**src/hw/rtl/drd_pkg.sv**
```systemverilog
// Shared constants, types and register codes of the detection row decoder.
package drd_pkg;

    // Row layout
    localparam int MAX_CLASSES = 128;
    localparam int BOX_VALUES  = 4;
    localparam int CLASS_LIMIT = 128;  // class index is 7 bits wide
    localparam int COUNT_CAP   = (MAX_CLASSES < CLASS_LIMIT) ? MAX_CLASSES : CLASS_LIMIT;

    // Field widths
    localparam int ELEM_W  = 24;
    localparam int SCORE_W = 16;
    localparam int CLASS_W = 7;
    localparam int IDX_W   = 8;
    localparam int CNT_W   = 8;
    localparam int PAD_W   = 11;
    localparam int SCALE_W = 24;
    localparam int DIM_W   = 14;
    localparam int POS_W   = 13;
    localparam int DIM_MAX = 8192;

    // Corner arithmetic: numerator in 1/512 pixel, product in 2^-25 pixel
    localparam int PAD_SHIFT   = 9;
    localparam int NUM_W       = 27;
    localparam int MAG_W       = 26;
    localparam int PROD_W      = MAG_W + SCALE_W;
    localparam int ROUND_SHIFT = 25;
    localparam int CORNER_W    = 27;

    // Queue between row scanner and corner mapper (depth is a power of two)
    localparam int QUEUE_DEPTH = 2;
    localparam int QPTR_W      = (QUEUE_DEPTH > 1) ? $clog2(QUEUE_DEPTH) : 1;
    localparam int QCNT_W      = $clog2(QUEUE_DEPTH + 1);

    // Configuration port
    localparam int CFG_IDX_W  = 3;
    localparam int CFG_DATA_W = 24;

    localparam logic [CFG_IDX_W-1:0] CFG_CLASS_COUNT     = 3'd0;
    localparam logic [CFG_IDX_W-1:0] CFG_SCORE_THRESHOLD = 3'd1;
    localparam logic [CFG_IDX_W-1:0] CFG_PAD_LEFT        = 3'd2;
    localparam logic [CFG_IDX_W-1:0] CFG_PAD_TOP         = 3'd3;
    localparam logic [CFG_IDX_W-1:0] CFG_INVERSE_SCALE   = 3'd4;
    localparam logic [CFG_IDX_W-1:0] CFG_IMAGE_WIDTH     = 3'd5;
    localparam logic [CFG_IDX_W-1:0] CFG_IMAGE_HEIGHT    = 3'd6;

    typedef struct packed {
        logic [CNT_W-1:0]   class_count;
        logic [SCORE_W-1:0] score_threshold;
        logic [PAD_W-1:0]   pad_left;
        logic [PAD_W-1:0]   pad_top;
        logic [SCALE_W-1:0] inverse_scale;
        logic [DIM_W-1:0]   image_width;
        logic [DIM_W-1:0]   image_height;
    } t_cfg;

    // One detection waiting for its corners to be mapped
    typedef struct packed {
        logic [ELEM_W-1:0]  ctr_x;
        logic [ELEM_W-1:0]  ctr_y;
        logic [ELEM_W-1:0]  width;
        logic [ELEM_W-1:0]  height;
        logic [CLASS_W-1:0] label;
        logic [SCORE_W-1:0] score;
    } t_job;

    // Queue status seen by the row scanner
    typedef struct packed {
        logic full;
    } t_q_status;

endpackage

```
**src/hw/rtl/drd_front.sv**
```systemverilog
// Row scanner: takes one element per cycle unless the queue is full, keeps box values and best class.
module drd_front (
    input  logic                         i_clk,
    input  logic                         i_rst_n,
    input  drd_pkg::t_cfg                i_cfg,
    input  logic                         i_valid,
    output logic                         o_stall,
    input  logic [drd_pkg::ELEM_W-1:0]   i_element_value,
    input  drd_pkg::t_q_status           i_q_status,
    output logic                         o_push,
    output drd_pkg::t_job                o_job
);
    import drd_pkg::*;

    logic [IDX_W-1:0]   r_idx, n_idx;
    logic [ELEM_W-1:0]  r_cx, r_cy, r_w, r_h;
    logic [SCORE_W-1:0] r_top_score, n_top_score;
    logic [CLASS_W-1:0] r_top_class, n_top_class;

    logic               accept;
    logic               is_box;
    logic [IDX_W-1:0]   cls;
    logic [CNT_W-1:0]   count_eff;
    logic [SCORE_W-1:0] score;
    logic               take_new;
    logic               row_end;

    assign accept  = i_valid && !i_q_status.full;
    assign o_stall = i_q_status.full;

    // Element classification and best-score tracking
    always_comb begin
        if (i_cfg.class_count == '0) begin
            count_eff = CNT_W'(1);
        end else if (i_cfg.class_count > CNT_W'(COUNT_CAP)) begin
            count_eff = CNT_W'(COUNT_CAP);
        end else begin
            count_eff = i_cfg.class_count;
        end

        is_box = r_idx < IDX_W'(BOX_VALUES);
        cls    = r_idx - IDX_W'(BOX_VALUES);

        // scores saturate to unsigned Q0.16
        if (i_element_value[ELEM_W-1]) begin
            score = '0;
        end else if (|i_element_value[ELEM_W-2:SCORE_W]) begin
            score = '1;
        end else begin
            score = i_element_value[SCORE_W-1:0];
        end

        take_new    = (cls == '0) || (score > r_top_score);
        n_top_score = take_new ? score : r_top_score;
        n_top_class = take_new ? cls[CLASS_W-1:0] : r_top_class;

        row_end = !is_box && (({1'b0, cls} + (IDX_W+1)'(1)) >= {1'b0, count_eff});

        if (is_box || !row_end) begin
            n_idx = r_idx + IDX_W'(1);
        end else begin
            n_idx = '0;
        end
    end

    // Detection request into the queue
    assign o_push = accept && row_end && (n_top_score >= i_cfg.score_threshold);

    always_comb begin
        o_job.ctr_x  = r_cx;
        o_job.ctr_y  = r_cy;
        o_job.width  = r_w;
        o_job.height = r_h;
        o_job.label  = n_top_class;
        o_job.score  = n_top_score;
    end

    // Row position
    always_ff @(posedge i_clk) begin
        if (!i_rst_n) begin
            r_idx <= '0;
        end else if (accept) begin
            r_idx <= n_idx;
        end
    end

    // Box values and running best (always written before they are read)
    always_ff @(posedge i_clk) begin
        if (accept) begin
            if (is_box) begin
                case (r_idx[1:0])
                    2'd0:    r_cx <= i_element_value;
                    2'd1:    r_cy <= i_element_value;
                    2'd2:    r_w  <= i_element_value;
                    default: r_h  <= i_element_value;
                endcase
            end else begin
                r_top_score <= n_top_score;
                r_top_class <= n_top_class;
            end
        end
    end

endmodule

```
**config.mk**
```make
export PLATFORM = sky130hd
export DESIGN_NAME = drd_front
export DESIGN_NICKNAME = d
export VERILOG_FILES = /design/src/hw/rtl/drd_pkg.sv /design/src/hw/rtl/drd_front.sv
export SDC_FILE = /design/constraint.sdc
export NUM_CORES = 1
export LEC_CHECK = 0
export BUFFER_PORTS_ARGS = -buffer_cell sky130_fd_sc_hd__buf_2
export CELL_PAD_IN_SITES_DETAIL_PLACEMENT = 1
export CELL_PAD_IN_SITES_GLOBAL_PLACEMENT = 1
export CORE_MARGIN = 1
export CORE_UTILIZATION = 40
export DETAILED_ROUTE_END_ITERATION = 6
export GPL_ROUTABILITY_DRIVEN = 0
export PLACE_DENSITY = 0.94
export SKIP_CTS_REPAIR_TIMING = 1
export SLEW_MARGIN = 10
export SYNTH_ARGS = -nofsm -noshare
export SYNTH_HDL_FRONTEND = slang
export SYNTH_SLANG_ARGS = --single-unit
export TNS_END_PERCENT = 5
```
**constraint.sdc**
```tcl
create_clock -name i_clk -period 8.25 [get_ports i_clk]
set_input_delay 0.825 -clock i_clk [delete_from_list [all_inputs] [get_ports i_clk]]
set_output_delay 0.825 -clock i_clk [all_outputs]
set_load 0.02 [all_outputs]
```
==> reports/results.ini <==
[pwr]
ir_worst_vdd_v=0.000171
p_leak_nw=3.20
power.density_nw_per_um2=219

[clock_tree]
cts.clk_slew.worst_paths_ns=0.05
cts_num_sinks=127
cts_root_buf=clkbuf_16
cts-buffers-inserted=17
cts_tree=yes
clk_latency_ns=0.42
clockBufferDepth=2
htreeDepth=4

[worst_hold_path]
whs_endpoint=r_idx[1]
min_from=r_idx[1]
whs_path_depth=2
hold_class=reg2reg

[routing]
dr.first_iter.drc_count=261
vias=4067
wl_per_cell_um=20.2
route.antenna.remaining_nets=0
first_pass_iters=4
via_per_inst=5.19
drc=0
routed_wl_um=15800

[setup_path]
worstReg2RegStart=r_idx[2]
rrSetupSlack_ns=4.51
max_stage_delay_ns=0.75
critPathBufInv=2
slowest_stage=o22a_1
crit_chain=buf_2 > nor4_1 > nand2_1 > nor2_1 > nor2_1 > ha_1 > a21oi_1 > o21ai_0 > a221o_2 > nor3_1 > o22a_1 > mux2_2 > ha_1 > nand2_1 > o21ai_0 > a21oi_1 > nor3_1 > o21ai_0 > a2111oi_0 > buf_2
r2r_cells=13
crit_type=in2out
end_kind=output port
startpoint_type=input port
crit_required_ns=7.42
cpMostUsedCell=o21ai_0
arrival_ns=6.56
r2r_end=r_idx[0]
critPathTopFamily=compound AO/OA/AOI/OAI gates
crit_fanout=16

[sta]
setup_viol=0
clock_skew_ns=0.00577
final-hold-violation-count=0
tightest_slew_ns=1.21
fin_crit_sh_pct=89.5
rsz0062_at_grt=false
setup_slack_ns=0.863
slew_viol_final=0
max_freq_mhz=135
fin_tns_setup_ns=0
min_period_ns=7.39
relSlewSlack_pct=19.4

[layout]
syn_to_final_growth_pct=28.5
fill_cells=1453
layout_common_cells=172 x buf_2, 119 x edfxtp_1, 48 x ha_1, 46 x nor2_1, 39 x inv_1
drive_gt1_share_pct=39.0
diodes=0
final_common_cell=buf_2
layout.nets=764

[grt]
grt_pass1_vias=4280
grt_overflow=0
grt_pass1_wl_um=23900
antenna_found_initial=0
grt_max_degree=25
grt_usage_pct=22.3

[floorplanning]
start_util_pct=41.5
fp.dieW_um=122
die-area_um2=15000
coreArea_um2=14000
ios=247
die_h_um=122
num_rows=43

[logic_synthesis]
yosysUniqueCellTypes=46
ys_async_sr_fraction_pct=0
synth-seq-cells=127
syn_nets=578
synthSimpleGateAreaFrac_pct=8.24
syn_area_um2=5800
synth_compound_gate_area_share_pct=4.92
synth_top_family_by_area=adder cells
synth_mux_area_share_pct=5.61
synth_seq_area_share_pct=64.4
synthCells=404
synth_edf_count=119
synth_xor_area_share_pct=2.54
syn_avg_cell_area_um2=14.4
ys.flop_type=edfxtp_1
synthAdderAreaFrac_pct=10.4
yosysWarningCount=0

[placed_design]
place_hpwl_um=11700
dp_slack_ns=1.02
numPortBuffers=172

[outcome]
status=finished, final reports clean

[job]
cap_violations=0

==> how the worst max path moves through the flow <==
stage	startpoint	to	slack, ns	depth (start not counted)
after floorplan	i_element_value[20]	o_push	2.10	21
after global placement	i_element_value[20]	o_push	1.26	20
after detailed placement	i_element_value[20]	o_push	1.02	20
after CTS	i_element_value[20]	o_push	0.81	20
after global routing	i_element_value[20]	o_push	0.45	20
final	i_element_value[20]	o_push	0.86	20
==> flip-flops by register name, indices dropped and copies added (netlist names) <==
| register | cells |
|---|---|
| r_idx | 8 |
| r_cx | 24 |
| r_cy | 24 |
| r_top_score | 16 |
| r_w | 24 |
| r_top_class | 7 |
| r_h | 24 |
==> metal layers <==
metal  routed length, um  GRT usage [%]
met1                6350           25.4
met2                8080           39.0
met3                1020           5.62
met4                 402           10.1
met5                   0              0
==> tightest hold or removal path, cell delays in order, from the launching register on <==
cell      delay, ns
dfxtp_1        0.37
nand2_1        0.08
a21boi_1       0.05
==> cells by family after synthesis <==
family	Yosys count
simple gates	101
xor+xnor	16
fa+ha+maj	48
compound gates	40
mux	24
flops	127
buf+inv	48
==> area by class of cell <==
| cell class | count | area, um2 | area share, % |
|---|---|---|---|
| flip-flops and latches | 127 | 3730 | 50.1 |
| multi-input cells | 229 | 1840 | 24.7 |
| repair buffers | 176 | 891 | 12.0 |
| clock buffers | 17 | 425 | 5.71 |
| well taps | 180 | 225 | 3.02 |
| clock inverters | 15 | 191 | 2.57 |
| inverters | 39 | 146 | 1.96 |
==> stage by stage <==
stage	power, W	hold slack [ns]	instance area [um2]	utilization (%)	std cells
after floorplan	0.000812	0.485	5800	-	404
after global placement	0.000855	0.523	6840	48.9	751
after detailed placement	0.000866	0.545	6840	48.9	751
after CTS	0.00164	0.552	7450	53.3	783
after global routing	0.00167	0.591	7450	53.3	783
final	0.00163	0.551	7450	53.3	783
==> where the power goes <==
group / internal (W) / switching (W)
clock network: 0.000503 / 0.000273
registers: 0.000717 / 0.00000401
logic: 0.0000496 / 0.0000827
total: 0.00127 / 0.000359
==> synthesized netlist by cell type, drive strengths merged, types with 2 or more instances <==
master / n / area (um2)
nand4: 5 / 31.3
o211ai: 3 / 22.5
nand2: 17 / 63.8
nor2b: 3 / 18.8
xnor2: 10 / 87.6
nor4: 3 / 18.8
or3: 2 / 17.5
nand3: 6 / 30.0
edfxtp: 119 / 3570
and3: 5 / 31.3
a2111oi: 2 / 17.5
clkbuf: 3 / 11.3
mux2i: 4 / 40.0
a21oi: 13 / 65.1
xor2: 6 / 60.1
nor2: 47 / 176
buf: 6 / 73.8
o21ai: 5 / 25.0
mux2: 20 / 285
nor3b: 2 / 15.0
nand2b: 2 / 12.5
dfxtp: 8 / 160
ha: 48 / 601
inv: 39 / 146
a21o: 5 / 37.5
o21a: 2 / 15.0
nor3: 7 / 46.3
No activity file was read; power rests on OpenSTA's default activity.
