`src/hw/rtl/drd_pkg.sv`:
```
// Shared constants, types and register codes of the detection row decoder.
package drd_pkg;

    // Row layout
    localparam int MAX_CLASSES = 128;
    localparam int BOX_VALUES  = 4;
    localparam int CLASS_LIMIT = 128;  // class index is 7 bits wide
    localparam int COUNT_CAP   = (MAX_CLASSES < CLASS_LIMIT) ? MAX_CLASSES : CLASS_LIMIT;

    // Field widths
    localparam int ELEM_W  = 24;
    localparam int SCORE_W = 16;
    localparam int CLASS_W = 7;
    localparam int IDX_W   = 8;
    localparam int CNT_W   = 8;
    localparam int PAD_W   = 11;
    localparam int SCALE_W = 24;
    localparam int DIM_W   = 14;
    localparam int POS_W   = 13;
    localparam int DIM_MAX = 8192;

    // Corner arithmetic: numerator in 1/512 pixel, product in 2^-25 pixel
    localparam int PAD_SHIFT   = 9;
    localparam int NUM_W       = 27;
    localparam int MAG_W       = 26;
    localparam int PROD_W      = MAG_W + SCALE_W;
    localparam int ROUND_SHIFT = 25;
    localparam int CORNER_W    = 27;

    // Queue between row scanner and corner mapper (depth is a power of two)
    localparam int QUEUE_DEPTH = 2;
    localparam int QPTR_W      = (QUEUE_DEPTH > 1) ? $clog2(QUEUE_DEPTH) : 1;
    localparam int QCNT_W      = $clog2(QUEUE_DEPTH + 1);

    // Configuration port
    localparam int CFG_IDX_W  = 3;
    localparam int CFG_DATA_W = 24;

    localparam logic [CFG_IDX_W-1:0] CFG_CLASS_COUNT     = 3'd0;
    localparam logic [CFG_IDX_W-1:0] CFG_SCORE_THRESHOLD = 3'd1;
    localparam logic [CFG_IDX_W-1:0] CFG_PAD_LEFT        = 3'd2;
    localparam logic [CFG_IDX_W-1:0] CFG_PAD_TOP         = 3'd3;
    localparam logic [CFG_IDX_W-1:0] CFG_INVERSE_SCALE   = 3'd4;
    localparam logic [CFG_IDX_W-1:0] CFG_IMAGE_WIDTH     = 3'd5;
    localparam logic [CFG_IDX_W-1:0] CFG_IMAGE_HEIGHT    = 3'd6;

    typedef struct packed {
        logic [CNT_W-1:0]   class_count;
        logic [SCORE_W-1:0] score_threshold;
        logic [PAD_W-1:0]   pad_left;
        logic [PAD_W-1:0]   pad_top;
        logic [SCALE_W-1:0] inverse_scale;
        logic [DIM_W-1:0]   image_width;
        logic [DIM_W-1:0]   image_height;
    } t_cfg;

    // One detection waiting for its corners to be mapped
    typedef struct packed {
        logic [ELEM_W-1:0]  ctr_x;
        logic [ELEM_W-1:0]  ctr_y;
        logic [ELEM_W-1:0]  width;
        logic [ELEM_W-1:0]  height;
        logic [CLASS_W-1:0] label;
        logic [SCORE_W-1:0] score;
    } t_job;

    // Queue status seen by the row scanner
    typedef struct packed {
        logic full;
    } t_q_status;

endpackage

```
`src/hw/rtl/drd_queue.sv`:
```
// Short request queue between the row scanner and the corner mapper.
module drd_queue (
    input  logic                i_clk,
    input  logic                i_rst_n,
    input  logic                i_push,
    input  drd_pkg::t_job       i_job,
    output drd_pkg::t_q_status  o_status,
    output logic                o_valid,
    input  logic                i_pop,
    output drd_pkg::t_job       o_job
);
    import drd_pkg::*;

    t_job              r_mem [QUEUE_DEPTH];
    logic [QPTR_W-1:0] r_wr_ptr, r_rd_ptr;
    logic [QCNT_W-1:0] r_count;
    logic              do_push, do_pop;

    assign o_status.full = (r_count == QCNT_W'(QUEUE_DEPTH));
    assign o_valid       = (r_count != '0);
    assign do_push       = i_push && !o_status.full;
    assign do_pop        = i_pop && o_valid;
    assign o_job         = r_mem[r_rd_ptr];

    // Pointers and fill level
    always_ff @(posedge i_clk) begin
        if (!i_rst_n) begin
            r_wr_ptr <= '0;
            r_rd_ptr <= '0;
            r_count  <= '0;
        end else begin
            if (do_push) begin
                r_wr_ptr <= r_wr_ptr + QPTR_W'(1);
            end
            if (do_pop) begin
                r_rd_ptr <= r_rd_ptr + QPTR_W'(1);
            end
            case ({do_push, do_pop})
                2'b10:   r_count <= r_count + QCNT_W'(1);
                2'b01:   r_count <= r_count - QCNT_W'(1);
                default: r_count <= r_count;
            endcase
        end
    end

    // Entry storage
    always_ff @(posedge i_clk) begin
        if (do_push) begin
            r_mem[r_wr_ptr] <= i_job;
        end
    end

endmodule

```
`config.mk`:
```
export PLATFORM = sky130hd
export DESIGN_NAME = drd_queue
export DESIGN_NICKNAME = d
export VERILOG_FILES = /design/src/hw/rtl/drd_pkg.sv /design/src/hw/rtl/drd_queue.sv
export SDC_FILE = /design/constraint.sdc
export NUM_CORES = 1
export LEC_CHECK = 0
export ABC_CLOCK_PERIOD_IN_PS = 9260
export BUFFER_PORTS_ARGS = -buffer_cell sky130_fd_sc_hd__buf_2
export CAP_MARGIN = 15
export CORE_ASPECT_RATIO = 0.75
export CORE_MARGIN = 2
export CORE_UTILIZATION = 45
export CTS_BUF_LIST = sky130_fd_sc_hd__clkbuf_8
export DETAILED_ROUTE_END_ITERATION = 8
export GPL_TIMING_DRIVEN = 0
export PLACE_DENSITY = 0.71
export SLEW_MARGIN = 15
export SYNTH_ARGS = -nofsm -noshare
export SYNTH_HDL_FRONTEND = slang
export SYNTH_SLANG_ARGS = --single-unit
```
`constraint.sdc`:
```
create_clock -name i_clk -period 9.26 [get_ports i_clk]
set_clock_uncertainty 0.2 [all_clocks]
set_input_delay 0.926 -clock i_clk [delete_from_list [all_inputs] [get_ports i_clk]]
set_output_delay 0.926 -clock i_clk [all_outputs]
set_load 0.01 [all_outputs]
```
==> run summary, run 1 <==
### Run status
• result of the run: complete, no violations

### Synth
• post-synth cell types: 18
• sequential area share after synthesis: 0.824
• post-synth net total: 520
• total standard cell area after synthesis: 8790 um2
• cell accounting for the most synthesized area: sky130_fd_sc_hd__edfxtp_1
• synth warn: 0
• synthesized area per cell: 22.2 um2
• Gate Count Post-Synth: 396
• share of the synthesized area in the top cell type: 0.813
• cells taking the most area after synthesis: sky130_fd_sc_hd__edfxtp_1 (81%), sky130_fd_sc_hd__mux2_2 (15%), sky130_fd_sc_hd__dfxtp_1 (1.1%)
• number of register bits inferred by synthesis: 243

### STA
• worst slew margin relative to its limit: 0.596
• clock period minus worst slack: 3.11 ns
• period utilisation layout: 0.336
• transition time at the pin with the least slew margin: 0.607 ns
• final count of hold timing violations: 0
• final-report setup violation count: 0
• maximum achievable frequency: 322 MHz
• unrepaired setup endpoints after global routing: false
• setup total negative slack: 0 ns
• total count of max-transition violations in the final report: 0

### Setup path
• flop-to-flop setup slack: 6.83 ns
• Worst Path Required: 8.13 ns
• maximum net fanout on the critical path: 10
• Crit path buffers/inverters: 3
• library cell contributing the largest single delay on the critical path: sky130_fd_sc_hd__mux2_2
• family with the most delay on the worst path: buffers and inverters
• crit-path cells: buf_2 -> buf_2 -> mux2_2 -> buf_2
• sort of element at the start of the critical path: register
• largest stage delay on the critical path: 0.37 ns
• startpoint of the most critical register-to-register path: r_count[0]$_SDFFE_PN0P_
• Worst R2R Path Depth: 5
• FF-to-FF End: r_mem[0][29]$_DFFE_PP_
• critical path arrival: 1.98 ns
• crit-path most repeated cell: sky130_fd_sc_hd__buf_2
• critical path endpoint category: output port
• critical path class: reg2out

### Clocking
• hold buffer count at CTS: 0
• number of gates resized after CTS: 0
• TritonCTS clock tree: yes
• cell chosen for the clock root: sky130_fd_sc_hd__clkbuf_8
• insertion delay of the later-clocked pin in the worst-skew pair: 0.50 ns
• H-tree depth reported by CTS: 2
• Bufs on Longest Clock Path: 3
• cts bufs inserted: 39
• # Post-CTS Setup Buffers: 0
• clock sink count: 243
• Clock Pin Slew Worst Setup and Hold Paths: 0.06 ns

### Global routing
• total routing usage reported by global routing: 0.159
• antenna violations before repair: 3
• pin count of the biggest net entering global routing: 63
• first-pass GRT wire length: 25.3 mm
• number of global-route vias before repair: 5127
• global route overflow: 0

### Floorplanning
• Total Die Area: 20700 um2
• die width: 165 um
• placeable core region: 19300 um2
• number of rows in the core area: 44
• Vert. Die Dim: 125 um
• number of top-level design ports: 244
• Starting Density: 0.456

### Route
• DRC violation count after routing: 0
• vias per cell: 4.80
• Iteration-0 DRC Markers: 256
• post-detailed-routing wire length: 16.8 mm
• Routed WL per cell: 17.4 um
• total number of vias: 4625
• number of search-and-repair iterations in the first detailed-routing pass: 7
• Post-DRT Antenna Nets: 0

### Layout
• fin nets: 807
• fraction of final layout cells with drive strength greater than 1: 0.601
• highest-count cells in the layout ignoring fill and taps: sky130_fd_sc_hd__buf_2 (256), sky130_fd_sc_hd__edfxtp_1 (238), sky130_fd_sc_hd__mux2_2 (119)
• most frequent standard cell in the layout excluding fill and tap cells: sky130_fd_sc_hd__buf_2
• area growth from synthesis to final layout: 26.3%

### Power and ir drop
• pwr dens: 272 nW/um2
• Leakage: 0.00424 uW
• sum of internal, switching and leakage power: 3020 uW
• Peak supply drop: 157 uV

### Placed design
• Detail Placement HPWL: 11.2 mm
• number of buffers inserted by port buffering: 243
• placer's final routability congestion estimate: 0.729

### Flow run
• MaxCap Viol Count: 0

### Min path
• Endpoint, Worst Hold: r_wr_ptr$_SDFFE_PN0N_
• worst hold-check path type: reg2reg
• instance count along the most critical hold path: 2
• worst min-delay path startpoint: r_wr_ptr$_SDFFE_PN0N_

-- where the power goes --
| group | leakage (uW) | internal (uW) | total [uW] | switching, uW |
|---|---|---|---|---|
| clock | 0.000414 | 433 | 804 | 370 |
| sequential | 0.00227 | 1390 | 1420 | 35.3 |
| combinational | 0.00155 | 371 | 795 | 424 |
-- kinds of logic after synthesis --
kind of cell / count (synthesis) / synth area share
flops: 243 / 0.824
xor+xnor: 3 / 0.00299
simple gates: 9 / 0.00641
compound gates: 5 / 0.00370
mux: 119 / 0.152
buf+inv: 16 / 0.00868
fa+ha+maj: 1 / 0.00142
-- synthesized netlist by cell type, drive strengths merged --
| library cell | instances |
|---|---|
| mux2 | 119 |
| or2 | 1 |
| xnor2 | 3 |
| and3 | 1 |
| inv | 3 |
| or3 | 2 |
| nor2b | 2 |
| nand2 | 1 |
| and2 | 1 |
| o21ai | 2 |
| ha | 1 |
| o21a | 1 |
| buf | 13 |
| a21boi | 2 |
| dfxtp | 5 |
| edfxtp | 238 |
| nand2b | 1 |
-- state kept, by name (all words and copies together) (netlist names), named ones only --
register / count
r_rd_ptr: 1
r_count: 2
r_mem: 238
r_wr_ptr: 1
-- worst min-delay path, cell delays in order (launching register included) --
cell	delay [ns]
sky130_fd_sc_hd__dfxtp_1	0.32
sky130_fd_sc_hd__o21ai_0	0.07
sky130_fd_sc_hd__a21boi_1	0.06
-- cell type report --
| class | instances | area [um2] |
|---|---|---|
| clock buffers | 41 | 564 |
| diodes | 2 | 5.00 |
| multi-input cells | 137 | 1470 |
| flip-flops and latches | 243 | 7250 |
| fillers | 1516 | 8170 |
| repair buffers | 246 | 1290 |
| well taps | 253 | 317 |
| inverters | 3 | 16.3 |
| plain buffers | 13 | 65.1 |
| clock inverters | 26 | 125 |
-- metal layers --
layer,wire [um],share of wire,track usage
met3,1760,0.11,0.0713
met4,282,0.017,0.0538
met5,27,0.0016,0
met2,8050,0.48,0.264
met1,6640,0.40,0.184
-- metrics by stage --
step	util	hold WS, ns	std cells	area [um2]	worst slack [ns]
6_report	0.576	0.308	964	11100	6.15
5_1_grt	0.576	0.343	962	11100	6.02
4_1_cts	0.576	0.305	962	11100	6.08
3_5_place_dp	0.540	0.294	895	10400	6.31
3_3_place_gp	0.536	0.264	892	10300	3.46
2_1_floorplan	-	0.257	396	8790	4.85
-- how the worst max path moves through the flow --
stage,startpoint,end,slack [ns],cells past startpoint
after CTS,register,o_job[42],6.08,4
after detailed placement,i_push,r_mem[0][16]$_DFFE_PP_,6.31,5
after floorplan,i_push,r_mem[1][0]$_DFFE_PP_,4.85,1
after global routing,register,o_job[42],6.02,4
final,register,o_job[42],6.15,4
after global placement,i_push,r_mem[1][34]$_DFFE_PP_,3.46,2
Note: power is estimated with default switching activity, not from simulation.
==> run 2: changes to the inputs <==
ABC_CLOCK_PERIOD_IN_PS = 2840   (was 9260)
PLACE_DENSITY = 0.74   (was 0.71)
clock period = 2.84 ns   (was 9.26 ns; I/O delays follow)
==> run summary, run 2 (synthesized netlist as in run 1, its figures left out) <==
### Setup path
• family with the most delay on the worst path: buffers and inverters, unchanged
• crit-path cells: nand2b_4 -> inv_4 -> or3_4 -> clkinvlp_4 -> buf_12 -> buf_12, was buf_2 -> buf_2 -> mux2_2 -> buf_2
• sort of element at the start of the critical path: register, unchanged
• maximum net fanout on the critical path: 29, was 10
• critical path arrival: 2.46 ns, was 1.98 ns
• Crit path buffers/inverters: 4, was 3
• critical path endpoint category: register, was output port
• critical path class: reg2reg, was reg2out
• crit-path most repeated cell: sky130_fd_sc_hd__buf_12, was sky130_fd_sc_hd__buf_2
• largest stage delay on the critical path: 0.48 ns, was 0.37 ns
• library cell contributing the largest single delay on the critical path: sky130_fd_sc_hd__clkinvlp_4, was sky130_fd_sc_hd__mux2_2
• Worst Path Required: 2.84 ns, was 8.13 ns

### Global routing
• antenna violations before repair: 0, was 3
• total routing usage reported by global routing: 0.177, was 0.159
• number of global-route vias before repair: 5728, was 5127
• global route overflow: 0, unchanged
• pin count of the biggest net entering global routing: 57, was 63
• first-pass GRT wire length: 28.3 mm, was 25.3 mm

### Route
• number of search-and-repair iterations in the first detailed-routing pass: 7, unchanged
• vias per cell: 4.78, was 4.80
• Iteration-0 DRC Markers: 249, was 256
• post-detailed-routing wire length: 18.8 mm, was 16.8 mm
• total number of vias: 5183, was 4625
• Routed WL per cell: 17.3 um, was 17.4 um
• DRC violation count after routing: 0, unchanged
• Post-DRT Antenna Nets: 0, unchanged

### Layout
• Most flops, register: r_mem, unchanged
• Multi-input gate area: 1480 um2, was 1470 um2
• flip-flop count of the largest register, all copies and words added: 238, unchanged
• count of placed standard cells in the final layout, fillers left out: 1085, was 964
• cell area after layout: 12300 um2, was 11100 um2
• area growth from synthesis to final layout: 40.4%, was 26.3%
• fin nets: 929, was 807
• Sequential Area: 7250 um2, about the same
• registers with the most flip-flops: r_mem x238, r_count x2, unchanged
• fraction of final layout cells with drive strength greater than 1: 0.522, was 0.601
• most frequent standard cell in the layout excluding fill and tap cells: sky130_fd_sc_hd__buf_2, unchanged
• highest-count cells in the layout ignoring fill and taps: sky130_fd_sc_hd__buf_2 (256), sky130_fd_sc_hd__edfxtp_1 (238), sky130_fd_sc_hd__dlygate4sd3_1 (121), was sky130_fd_sc_hd__buf_2 (256), sky130_fd_sc_hd__edfxtp_1 (238), sky130_fd_sc_hd__mux2_2 (119)
• fill count: 1332, was 1516
• antenna fix cells: 0, was 2

### Clocking
• insertion delay of the later-clocked pin in the worst-skew pair: 0.51 ns, was 0.50 ns
• clock sink count: 243, unchanged
• Clock Pin Slew Worst Setup and Hold Paths: 0.08 ns, was 0.06 ns
• TritonCTS clock tree: yes, unchanged
• number of gates resized after CTS: 0, unchanged
• cts bufs inserted: 38, was 39
• cell chosen for the clock root: sky130_fd_sc_hd__clkbuf_8, unchanged
• hold buffer count at CTS: 121, was 0
• H-tree depth reported by CTS: 2, unchanged
• # Post-CTS Setup Buffers: 0, unchanged
• Bufs on Longest Clock Path: 3, unchanged

### Placed design
• total placed instance area: 10500 um2, was 10400 um2
• Cell Count Post-Placement: 897, was 895
• placer's final routability congestion estimate: 0.725, was 0.729
• Detail Placement HPWL: 11.5 mm, was 11.2 mm
• number of buffers inserted by port buffering: 243, unchanged

### STA
• clock period minus worst slack: 2.46 ns
• maximum achievable frequency: 407 MHz
• transition time at the pin with the least slew margin: 0.667 ns, was 0.607 ns
• unrepaired setup endpoints after global routing: false, unchanged
• final count of hold timing violations: 0, unchanged
• final-report setup violation count: 0, unchanged
• total count of max-transition violations in the final report: 0, unchanged
• period utilisation layout: 0.865
• worst slew margin relative to its limit: 0.554, was 0.596

### Run status
• result of the run: complete, no violations, unchanged

### Power and ir drop
• Peak supply drop: 560 uV, was 157 uV
• Leakage: 0.00474 uW, was 0.00424 uW
• pwr dens: 812 nW/um2, was 272 nW/um2

### Flow run
• MaxCap Viol Count: 0, unchanged

### Floorplanning
• number of top-level design ports: 244, unchanged
• die width: 165 um, unchanged
• Vert. Die Dim: 125 um, unchanged
• placeable core region: 19300 um2, unchanged
• Starting Density: 0.456, unchanged
• number of rows in the core area: 44, unchanged
• Total Die Area: 20700 um2, unchanged

### Min path
• worst hold-check path type: in2reg, was reg2reg

run 2: cell types whose count changed in the layout (fill, tap and decap cells not counted), moves of 2 or more:
cell                            before  now
sky130_fd_sc_hd__diode_2             2    0
sky130_fd_sc_hd__inv_1              18   13
sky130_fd_sc_hd__clkinv_2            1    6
sky130_fd_sc_hd__dlygate4sd3_1       0  121
sky130_fd_sc_hd__buf_12              1    3
run 2: cell type report:
class                           count  share of cell area
Clock inverter                     26             0.00852
Tap cell                          253              0.0256
Timing Repair Buffer              369               0.206
Inverter                            3             0.00142
Sequential cell                   243               0.587
Multi-Input combinational cell    137               0.120
Buffer                             13             0.00527
Clock buffer                       41              0.0457
run 2: metrics by stage:
stage          setup slack [ns]  hold slack, ns  setup TNS, ns  power [uW]   util
2_1_floorplan            -0.151           0.183         -17.97        6320      -
3_3_place_gp             -0.975           0.269        -163.89        7250  0.537
3_5_place_dp              0.383           0.275              0        7370  0.543
4_1_cts                   0.334          0.0452              0       10100  0.641
5_1_grt                   0.254          0.0754              0       10500  0.641
6_report                  0.384          0.0804              0       10000  0.641
run 2: routing by layer:
metal  vias to the layer above  global-route usage  part of all wire
li1                       2400                   -                 -
met4                         0              0.0563             0.021
met5                         -                   0                 0
met1                      2547               0.197              0.38
met2                       195               0.320              0.52
met3                        41              0.0587             0.078
run 2: worst paths after layout:
check | slack [ns] | depth (start not counted) | start | endpoint
worst min-delay path | 0.08 | 4 | i_pop | r_rd_ptr$_SDFFE_PN0P_
worst max register to register | 0.38 | 6 | r_count[0]$_SDFFE_PN0P_ | r_mem[0][32]$_DFFE_PP_
worst min register to register | 0.32 | 2 | r_wr_ptr$_SDFFE_PN0N_ | r_wr_ptr$_SDFFE_PN0N_
worst max-delay path | 0.38 | 6 | r_count[0]$_SDFFE_PN0P_ | r_mem[0][32]$_DFFE_PP_
run 2: worst min-delay path, cell delays in order:
cell                      delay, ns
sky130_fd_sc_hd__buf_2         0.10
sky130_fd_sc_hd__o21a_1        0.17
sky130_fd_sc_hd__xnor2_1       0.11
sky130_fd_sc_hd__nor2b_1       0.10
run 2: where the power goes:
group	internal (uW)	total, uW	switching [uW]
clock	1330	2590	1260
combinational	1350	2780	1430
sequential	4520	4650	127
total	7200	10000	2820
